<file path="src/rtl/bdq_pkg.sv">
// Package for the bounded deque: field widths, action and status codes,
// controller states and the command/status structs between the two halves.
// No dependencies.
package bdq_pkg;

  localparam int DEPTH_DEFAULT = 16;
  localparam int ACTION_W      = 3;
  localparam int VALUE_W       = 32;
  localparam int STATUS_W      = 2;
  localparam int COUNT_W       = 5;

  typedef enum logic [ACTION_W-1:0] {
    ACT_PUSH_FRONT = 3'd0,
    ACT_PUSH_BACK  = 3'd1,
    ACT_SET_FRONT  = 3'd2,
    ACT_SET_BACK   = 3'd3,
    ACT_POP_FRONT  = 3'd4,
    ACT_POP_BACK   = 3'd5,
    ACT_CLEAR      = 3'd6
  } action_t;

  typedef enum logic [STATUS_W-1:0] {
    ST_OK    = 2'd0,
    ST_EMPTY = 2'd1,
    ST_FULL  = 2'd2
  } status_t;

  typedef enum logic [1:0] {
    S_IDLE,
    S_EXEC,
    S_FETCH,
    S_OUT
  } state_t;

  // Commands from the controller to the datapath.
  typedef struct packed {
    logic load;   // capture the request on an input transfer
    logic exec;   // carry out the request, update pointers, issue the read
    logic fetch;  // move the read data into the result register
  } bdq_cmd_t;

  // Status from the datapath to the controller.
  typedef struct packed {
    logic pop_ok; // the request held is a pop that will return a value
  } bdq_stat_t;

endpackage

</file>
<file path="src/rtl/bdq_if.sv">
// Handshake channels of the bounded deque: request channel and result channel.
// Depends on bdq_pkg for the field widths.
interface bdq_req_if
  import bdq_pkg::*;
();
  logic                       valid;
  logic                       ready;
  logic [ACTION_W-1:0]        action;
  logic signed [VALUE_W-1:0]  value;

  modport source (output valid, output action, output value, input ready);
  modport sink   (input valid, input action, input value, output ready);
endinterface

interface bdq_rsp_if
  import bdq_pkg::*;
();
  logic                       valid;
  logic                       ready;
  logic [STATUS_W-1:0]        status;
  logic signed [VALUE_W-1:0]  popped;
  logic [COUNT_W-1:0]         count;

  modport source (output valid, output status, output popped, output count, input ready);
  modport sink   (input valid, input status, input popped, input count, output ready);
endinterface

</file>
<file path="src/rtl/bounded_deque_top.sv">
// Top level of the bounded deque: a ring-buffer double-ended queue of signed
// 32-bit values. Depends on bdq_pkg, bdq_if, bdq_ctrl and bdq_datapath.
//
//   Channel   Direction  Handshake     Payload
//   in_chan   sink       valid/ready   action[2:0], value[31:0] signed
//   out_chan  source     valid/ready   status[1:0], popped[31:0] signed, count[4:0]
//
// Each request produces exactly one result. A request that is not a successful
// pop goes from its transfer through the execute step against the ring buffer
// into the result register, and its result may then transfer. A successful pop
// also passes through the registered memory read before the value reaches the
// result register. A new request is taken no earlier than the cycle in which
// its predecessor's result transfers, and may be taken in that same cycle.
// Reset (rst_n, synchronous, active low) empties the queue; slot contents are
// not cleared since only held entries are ever read. While a result waits
// for out_chan.ready the block holds it and takes no new request.
module bounded_deque_top
  import bdq_pkg::*;
#(
  parameter int DEPTH = DEPTH_DEFAULT
) (
  input  logic       clk,
  input  logic       rst_n,
  bdq_req_if.sink    in_chan,
  bdq_rsp_if.source  out_chan
);

  bdq_cmd_t  cmd;
  bdq_stat_t stat;

  // The controller owns the handshake; the datapath owns the payload.
  bdq_ctrl u_ctrl (
    .clk       (clk),
    .rst_n     (rst_n),
    .in_valid  (in_chan.valid),
    .in_ready  (in_chan.ready),
    .out_valid (out_chan.valid),
    .out_ready (out_chan.ready),
    .stat      (stat),
    .cmd       (cmd)
  );

  bdq_datapath #(
    .DEPTH (DEPTH)
  ) u_datapath (
    .clk        (clk),
    .rst_n      (rst_n),
    .cmd        (cmd),
    .stat       (stat),
    .in_action  (in_chan.action),
    .in_value   (in_chan.value),
    .out_status (out_chan.status),
    .out_popped (out_chan.popped),
    .out_count  (out_chan.count)
  );

endmodule

</file>
<file path="src/rtl/bdq_ctrl.sv">
// Controller of the bounded deque: sequences capture, execute, read-out and
// result hand-off. Depends on bdq_pkg.
module bdq_ctrl
  import bdq_pkg::*;
(
  input  logic      clk,
  input  logic      rst_n,
  input  logic      in_valid,
  output logic      in_ready,
  output logic      out_valid,
  input  logic      out_ready,
  input  bdq_stat_t stat,
  output bdq_cmd_t  cmd
);

  state_t state_r;
  state_t state_nxt;

  always_ff @(posedge clk) begin
    if (!rst_n) begin
      state_r <= S_IDLE;
    end else begin
      state_r <= state_nxt;
    end
  end

  always_comb begin
    state_nxt = state_r;
    cmd       = '0;
    in_ready  = 1'b0;
    out_valid = 1'b0;
    unique case (state_r)
      S_IDLE: begin
        in_ready = 1'b1;
        if (in_valid) begin
          cmd.load  = 1'b1;
          state_nxt = S_EXEC;
        end
      end
      S_EXEC: begin
        cmd.exec  = 1'b1;
        state_nxt = stat.pop_ok ? S_FETCH : S_OUT;
      end
      S_FETCH: begin
        cmd.fetch = 1'b1;
        state_nxt = S_OUT;
      end
      S_OUT: begin
        out_valid = 1'b1;
        // A new request may come in during the same cycle as the result leaves.
        in_ready  = out_ready;
        if (out_ready) begin
          if (in_valid) begin
            cmd.load  = 1'b1;
            state_nxt = S_EXEC;
          end else begin
            state_nxt = S_IDLE;
          end
        end
      end
      default: begin
        state_nxt = S_IDLE;
      end
    endcase
  end

endmodule

</file>
<file path="src/rtl/bdq_datapath.sv">
// Datapath of the bounded deque: request register, ring buffer memory,
// front pointer and entry count, and the result register. Depends on bdq_pkg.
module bdq_datapath
  import bdq_pkg::*;
#(
  parameter int DEPTH = DEPTH_DEFAULT
) (
  input  logic                      clk,
  input  logic                      rst_n,
  input  bdq_cmd_t                  cmd,
  output bdq_stat_t                 stat,
  input  logic [ACTION_W-1:0]       in_action,
  input  logic signed [VALUE_W-1:0] in_value,
  output logic [STATUS_W-1:0]       out_status,
  output logic signed [VALUE_W-1:0] out_popped,
  output logic [COUNT_W-1:0]        out_count
);

  localparam int PTR_W = $clog2(DEPTH);
  localparam int CNT_W = $clog2(DEPTH + 1);
  localparam int SUM_W = PTR_W + 1;

  logic [VALUE_W-1:0] mem [DEPTH];

  action_t             action_r;
  logic [VALUE_W-1:0]  value_r;
  logic [PTR_W-1:0]    front_r;
  logic [PTR_W-1:0]    front_nxt;
  logic [CNT_W-1:0]    cnt_r;
  logic [CNT_W-1:0]    cnt_nxt;
  logic [VALUE_W-1:0]  rd_data_r;
  status_t             status_r;
  status_t             status_nxt;
  logic [VALUE_W-1:0]  popped_r;
  logic [CNT_W-1:0]    count_r;

  logic                full;
  logic                empty;
  logic [PTR_W-1:0]    front_dec;
  logic [PTR_W-1:0]    front_inc;
  logic [SUM_W-1:0]    tail_sum;
  logic [SUM_W-1:0]    back_sum;
  logic [PTR_W-1:0]    tail_idx;
  logic [PTR_W-1:0]    back_idx;
  logic                wr_en;
  logic [PTR_W-1:0]    wr_addr;
  logic [PTR_W-1:0]    rd_addr;
  logic                pop_ok;

  assign full  = (cnt_r == CNT_W'(DEPTH));
  assign empty = (cnt_r == '0);

  assign front_dec = (front_r == '0) ? PTR_W'(DEPTH - 1) : front_r - 1'b1;
  assign front_inc = (front_r == PTR_W'(DEPTH - 1)) ? '0 : front_r + 1'b1;

  // Slot after the back entry, and the back entry itself; both sums stay
  // below twice the depth, so one conditional subtract wraps them.
  assign tail_sum = SUM_W'(front_r) + SUM_W'(cnt_r);
  assign back_sum = tail_sum - 1'b1;
  assign tail_idx = (tail_sum >= SUM_W'(DEPTH)) ? PTR_W'(tail_sum - SUM_W'(DEPTH))
                                                 : PTR_W'(tail_sum);
  assign back_idx = (back_sum >= SUM_W'(DEPTH)) ? PTR_W'(back_sum - SUM_W'(DEPTH))
                                                 : PTR_W'(back_sum);

  always_comb begin
    status_nxt = ST_OK;
    front_nxt  = front_r;
    cnt_nxt    = cnt_r;
    wr_en      = 1'b0;
    wr_addr    = front_r;
    rd_addr    = front_r;
    pop_ok     = 1'b0;
    unique case (action_r)
      ACT_PUSH_FRONT: begin
        if (full) begin
          status_nxt = ST_FULL;
        end else begin
          front_nxt = front_dec;
          wr_en     = 1'b1;
          wr_addr   = front_dec;
          cnt_nxt   = cnt_r + 1'b1;
        end
      end
      ACT_PUSH_BACK: begin
        if (full) begin
          status_nxt = ST_FULL;
        end else begin
          wr_en   = 1'b1;
          wr_addr = tail_idx;
          cnt_nxt = cnt_r + 1'b1;
        end
      end
      ACT_SET_FRONT: begin
        if (empty) begin
          status_nxt = ST_EMPTY;
        end else begin
          wr_en = 1'b1;
        end
      end
      ACT_SET_BACK: begin
        if (empty) begin
          status_nxt = ST_EMPTY;
        end else begin
          wr_en   = 1'b1;
          wr_addr = back_idx;
        end
      end
      ACT_POP_FRONT: begin
        if (empty) begin
          status_nxt = ST_EMPTY;
        end else begin
          pop_ok    = 1'b1;
          front_nxt = front_inc;
          cnt_nxt   = cnt_r - 1'b1;
        end
      end
      ACT_POP_BACK: begin
        if (empty) begin
          status_nxt = ST_EMPTY;
        end else begin
          pop_ok  = 1'b1;
          rd_addr = back_idx;
          cnt_nxt = cnt_r - 1'b1;
        end
      end
      ACT_CLEAR: begin
        front_nxt = '0;
        cnt_nxt   = '0;
      end
      default: begin
        // Unused code: nothing changes and the status is ok.
      end
    endcase
  end

  assign stat.pop_ok = pop_ok;

  always_ff @(posedge clk) begin
    if (!rst_n) begin
      front_r <= '0;
      cnt_r   <= '0;
    end else if (cmd.exec) begin
      front_r <= front_nxt;
      cnt_r   <= cnt_nxt;
    end
  end

  always_ff @(posedge clk) begin
    if (cmd.load) begin
      action_r <= action_t'(in_action);
      value_r  <= in_value;
    end
  end

  always_ff @(posedge clk) begin
    if (cmd.exec && wr_en) begin
      mem[wr_addr] <= value_r;
    end
  end

  always_ff @(posedge clk) begin
    if (cmd.exec) begin
      rd_data_r <= mem[rd_addr];
    end
  end

  always_ff @(posedge clk) begin
    if (cmd.exec) begin
      status_r <= status_nxt;
      count_r  <= cnt_nxt;
      popped_r <= '0;
    end else if (cmd.fetch) begin
      popped_r <= rd_data_r;
    end
  end

  assign out_status = status_r;
  assign out_popped = popped_r;
  assign out_count  = COUNT_W'(count_r);

endmodule
</file>
<file path="src/flat_wrapper.sv">
// flat-port wrapper written by rule: the top's interface ports become plain ports
module bounded_deque_top_flat import bdq_pkg::*;
#(
  parameter int DEPTH = DEPTH_DEFAULT
)
  (clk, rst_n, in_chan_valid, in_chan_action, in_chan_value, in_chan_ready, out_chan_valid, out_chan_status, out_chan_popped, out_chan_count, out_chan_ready);
  bdq_req_if in_chan_i ();
  bdq_rsp_if out_chan_i ();
  input  logic clk;
  input  logic rst_n;
  input wire logic [$bits(in_chan_i.valid)-1:0] in_chan_valid;
  input wire logic [$bits(in_chan_i.action)-1:0] in_chan_action;
  input wire logic [$bits(in_chan_i.value)-1:0] in_chan_value;
  output wire logic [$bits(in_chan_i.ready)-1:0] in_chan_ready;
  output wire logic [$bits(out_chan_i.valid)-1:0] out_chan_valid;
  output wire logic [$bits(out_chan_i.status)-1:0] out_chan_status;
  output wire logic [$bits(out_chan_i.popped)-1:0] out_chan_popped;
  output wire logic [$bits(out_chan_i.count)-1:0] out_chan_count;
  input wire logic [$bits(out_chan_i.ready)-1:0] out_chan_ready;
  assign in_chan_i.valid = in_chan_valid;
  assign in_chan_i.action = in_chan_action;
  assign in_chan_i.value = in_chan_value;
  assign in_chan_ready = in_chan_i.ready;
  assign out_chan_valid = out_chan_i.valid;
  assign out_chan_status = out_chan_i.status;
  assign out_chan_popped = out_chan_i.popped;
  assign out_chan_count = out_chan_i.count;
  assign out_chan_i.ready = out_chan_ready;
  bounded_deque_top #(.DEPTH(DEPTH)) u_core (.clk(clk), .rst_n(rst_n), .in_chan(in_chan_i), .out_chan(out_chan_i));
endmodule
</file>
<file path="config.mk">
export PLATFORM = sky130hd
export DESIGN_NAME = bounded_deque_top_flat
export DESIGN_NICKNAME = d
export VERILOG_FILES = /design/src/rtl/bdq_pkg.sv /design/src/rtl/bdq_if.sv /design/src/rtl/bounded_deque_top.sv /design/src/rtl/bdq_ctrl.sv /design/src/rtl/bdq_datapath.sv /design/src/flat_wrapper.sv
export SDC_FILE = /design/constraint.sdc
export NUM_CORES = 1
export LEC_CHECK = 0
export ABC_AREA = 1
export BUFFER_PORTS_ARGS = -buffer_cell sky130_fd_sc_hd__buf_2
export CAP_MARGIN = 20
export CORE_ASPECT_RATIO = 1.25
export CORE_UTILIZATION = 40
export DETAILED_ROUTE_END_ITERATION = 8
export GPL_TIMING_DRIVEN = 0
export SLEW_MARGIN = 20
export SYNTH_ARGS = -nofsm -noshare
export SYNTH_HDL_FRONTEND = slang
export SYNTH_SLANG_ARGS = --single-unit
</file>
<file path="constraint.sdc">
create_clock -name clk -period 8.4 [get_ports clk]
set_clock_uncertainty 0.1 [all_clocks]
set_input_delay 1.26 -clock clk [delete_from_list [all_inputs] [get_ports clk]]
set_output_delay 1.26 -clock clk [all_outputs]
set_load 0.03 [all_outputs]
</file>
==> metrics.md <==
| Metric | Value |
|---|---|
| Max-cap violations | `0` |
| Final hold violations | `0` |
| Final Max Tran Viols | `0` |
| Vias | `19,736` |
| Tot GR Track Use | `24.7%` |
| Top FF cell, synth | `edfxtp_1` |
| Synthesized area | `27,300 um2` |
| RSZ-0062 raised after global routing | `false` |
| Final setup fails | `0` |
| Post-Place Cell Area | `29,500 um2` |
| Synth warnings | `0` |
| Final Cell Area | `31,500 um2` |
| Sequential fraction of the synthesis area | `67.6%` |
| Clock slew seen by the registers of the worst setup and hold paths | `0.06 ns` |
| CTS Hold Bufs | `0` |
| WL/cell | `22.9 um` |
| Final min period | `4.19 ns` |
| Setup repair bufs after CTS | `0` |
| Vias in the first global route | `18,798` |
| HPWL after DPL | `59,100 um` |
| Critical Path Max Stage Delay | `0.86 ns` |
| NumNets Final | `2,870` |
| Die ar. | `69,400 um2` |
| Max Used Layer | `met5` |
| Syn Area/Cell | `10.3 um2` |
| Worst skew pair latency | `0.64 ns` |
| Flops & latches, synth | `629` |
| Final Cycle Share | `49.9%` |
| Chip width | `236 um` |
| Wire length on met3 | `7480 um` |
| Synth cell types | `34` |
| Crit start category | `flip-flop` |
| First-pass GRT wire length | `123,000 um` |
| Syn_nets | `2,704` |
| Crit Reg-Reg Startpoint | `u_core.u_datapath.front_r[0]` |
| Endpoint class of the critical path | `flip-flop` |
| CTS root buffer | `clkbuf_16` |
| Initial core utilization | `40.6%` |
| Largest net degree at the start of global routing | `36` |
| Layout Area Growth over Synthesis | `15.3%` |
| HP Start | `u_core.u_datapath.rd_data_r[26]` |
| I/O Pins | `80` |
| Sequential Area | `18,500 um2` |
| # rows | `106` |
| Synth top cells by count | `nand3_1 (642), edfxtp_1 (586), inv_1 (555)` |
| Peak Freq | `0.238 GHz` |
| Input/output buffers | `79` |
| Iter 0 DRT Violations | `2,297` |
| Maximum fanout along the worst path | `10` |
| Post-synth EDFFs | `586` |
| Clock Tree Buf Depth | `3` |
| Top cells by area, synth | `edfxtp_1 (64%), nand3_1 (12%), inv_1 (7.6%), nand2_1 (6.4%), dfxtp_1 (3.2%)` |
| Vert. Die Dim | `294 um` |
| Met2 wire len | `42,000 um` |
| Area leader, netlist | `edfxtp_1` |
| Number of gates resized after CTS | `0` |
| Worst-path cell chain | `ha_1 > fa_1 > inv_1 > ha_1 > inv_1 > nand2_1 > nand3_1 > nand3_1 > nand2_1 > inv_2 > buf_1 > nand3_1 > nand3_1 > nand2_1` |
| Leak Pwr | `13.4 nW` |
| Total CTS buffers | `60` |
| Status | `completed` |
| Routed wire length | `85,500 um` |
| Area of the multi-input gates | `6250 um2` |
| DRC viols | `0` |
| Sinks on Clock Net | `629` |
| TritonCTS clock tree | `done` |
| Setup Total Neg Slack | `0 ns` |
| Data arrival, critical path | `4.42 ns` |
| Core ar. | `67,200 um2` |
| Post-Synthesis Cells | `2,651` |
| Worst EP required | `8.63 ns` |
| Met1 Routed Length | `31,300 um` |
| Ant diodes | `0` |
| Initial antenna violation count | `5` |
| Placer Congestion | `0.907` |
| Post-synth top area share | `64.4%` |
| H-tree levels | `2` |
| Worst min path class | `reg -> reg` |
| Overflow after GRT | `0` |
| FFs w/ async S/R, synth | `0%` |
| Peak supply drop | `0.000238 V` |
| PD cells | `354 nW/um2` |
| Slew @ Worst Pin | `1.13 ns` |
| Via-to-Cell Ratio | `5.29` |
| Critical path class | `reg -> reg` |
| Critical path startpoint | `u_core.u_datapath.front_r[0]` |
| Layout cells sized above 1 | `10.4%` |
| TritonRoute pass-1 iters | `6` |
| Most common cell in the netlist | `nand3_1` |
| Critical path's slowest cell | `buf_1` |
| Worst path most repeated cell | `nand3_1` |
| # fillers | `6,194` |
| Rel. slew slack | `24.6%` |
| Detail Route Antenna Nets | `0` |
[placed cells by master, fill, tap and decap left out, drive strengths merged]
master / synthesis / final
clkinvlp: 0 / 1
clkinv: 1 / 26
o221ai: 1 / 1
inv: 559 / 560
xnor2: 2 / 2
o211ai: 1 / 1
a211oi: 1 / 1
nand3: 644 / 644
nor2: 103 / 103
a21oi: 16 / 16
a31oi: 4 / 4
a221oi: 1 / 1
buf: 96 / 200
clkbuf: 39 / 120
dfxtp: 43 / 43
o32ai: 1 / 1
xor2: 2 / 2
nor3: 6 / 6
nand3b: 1 / 1
nand4: 7 / 7
o21ai: 49 / 49
and2: 1 / 1
or2: 2 / 2
o22ai: 1 / 1
nand2: 470 / 470
edfxtp: 586 / 586
bufinv: 0 / 5
ha: 13 / 13
fa: 1 / 1
[logic make-up (layout without fill, tap and decap cells)]
logic type | after synthesis | count (layout) | share of synthesized area, %
DFF | 629 | 629 | 67.6
and+or+nand+nor | 1234 | 1234 | 20.2
AOI/OAI and AO/OA | 75 | 75 | 1.46
xor gates and xnor gates | 4 | 4 | 0.128
buffers and inverters | 695 | 912 | 10.0
adders and majority gates | 14 | 14 | 0.669
[routing by layer]
metal	vias up	global-route usage (%)
met3	231	3.94
met1	9439	29.4
met2	1017	42.9
li1	9047	-
met4	2	13.0
met5	-	0
[through the flow]
step	setup WS (ns)	total power [W]	std cells	util [%]	hold slack, ns
floorplan	4.44	0.00656	2651	-	0.347
global placement	2.01	0.00830	3594	42.8	0.356
detailed placement	4.39	0.00841	3619	43.9	0.360
CTS	4.38	0.0111	3732	46.8	0.374
global route	4.10	0.0116	3732	46.8	0.385
finish	4.21	0.0112	3732	46.8	0.370
[state kept, by name, indices dropped and copies added (netlist names)]
name / count
u_core.u_datapath.out_count: 5
u_core.u_datapath.value_r: 32
u_core.u_datapath.front_r: 4
u_core.u_datapath.mem: 512
u_core.u_datapath.out_popped: 32
u_core.u_datapath.action_r: 3
u_core.u_datapath.cnt_r: 5
u_core.u_datapath.rd_data_r: 32
u_core.u_datapath.out_status: 2
u_core.u_ctrl.state_r: 2
[critical path, delay by kind of cell (launching register included)]
family	cells	cell delay, ns
AND/OR/NAND/NOR	7	1.10
flip-flops	1	0.57
buffers and inverters	4	1.20
adder cells (fa/ha/maj)	3	0.88
[final timing paths]
| kind | end | slack, ns | cells after the start |
|---|---|---|---|
| min | u_core.u_datapath.out_popped[26] | 0.37 | 2 |
| max | u_core.u_datapath.rd_data_r[15] | 4.21 | 14 |
| min reg2reg | u_core.u_datapath.out_popped[26] | 0.37 | 2 |
| max reg2reg | u_core.u_datapath.rd_data_r[15] | 4.21 | 14 |
[cell type report]
class | count | share of cell area [%]
Sequential cell | 629 | 58.6
Multi-Input combinational cell | 1327 | 19.8
Inverter | 560 | 6.67
Clock buffer | 81 | 5.35
Tap cell | 864 | 3.43
Timing Repair Buffer | 104 | 3.18
Buffer | 135 | 2.03
Clock inverter | 32 | 0.902
[report_power, final]
group	internal [W]	switching (W)
clock network	0.00155	0.00118
registers	0.00403	0.000330
logic	0.00100	0.00307
total	0.00658	0.00458
Power figures use the tool's default switching activity.
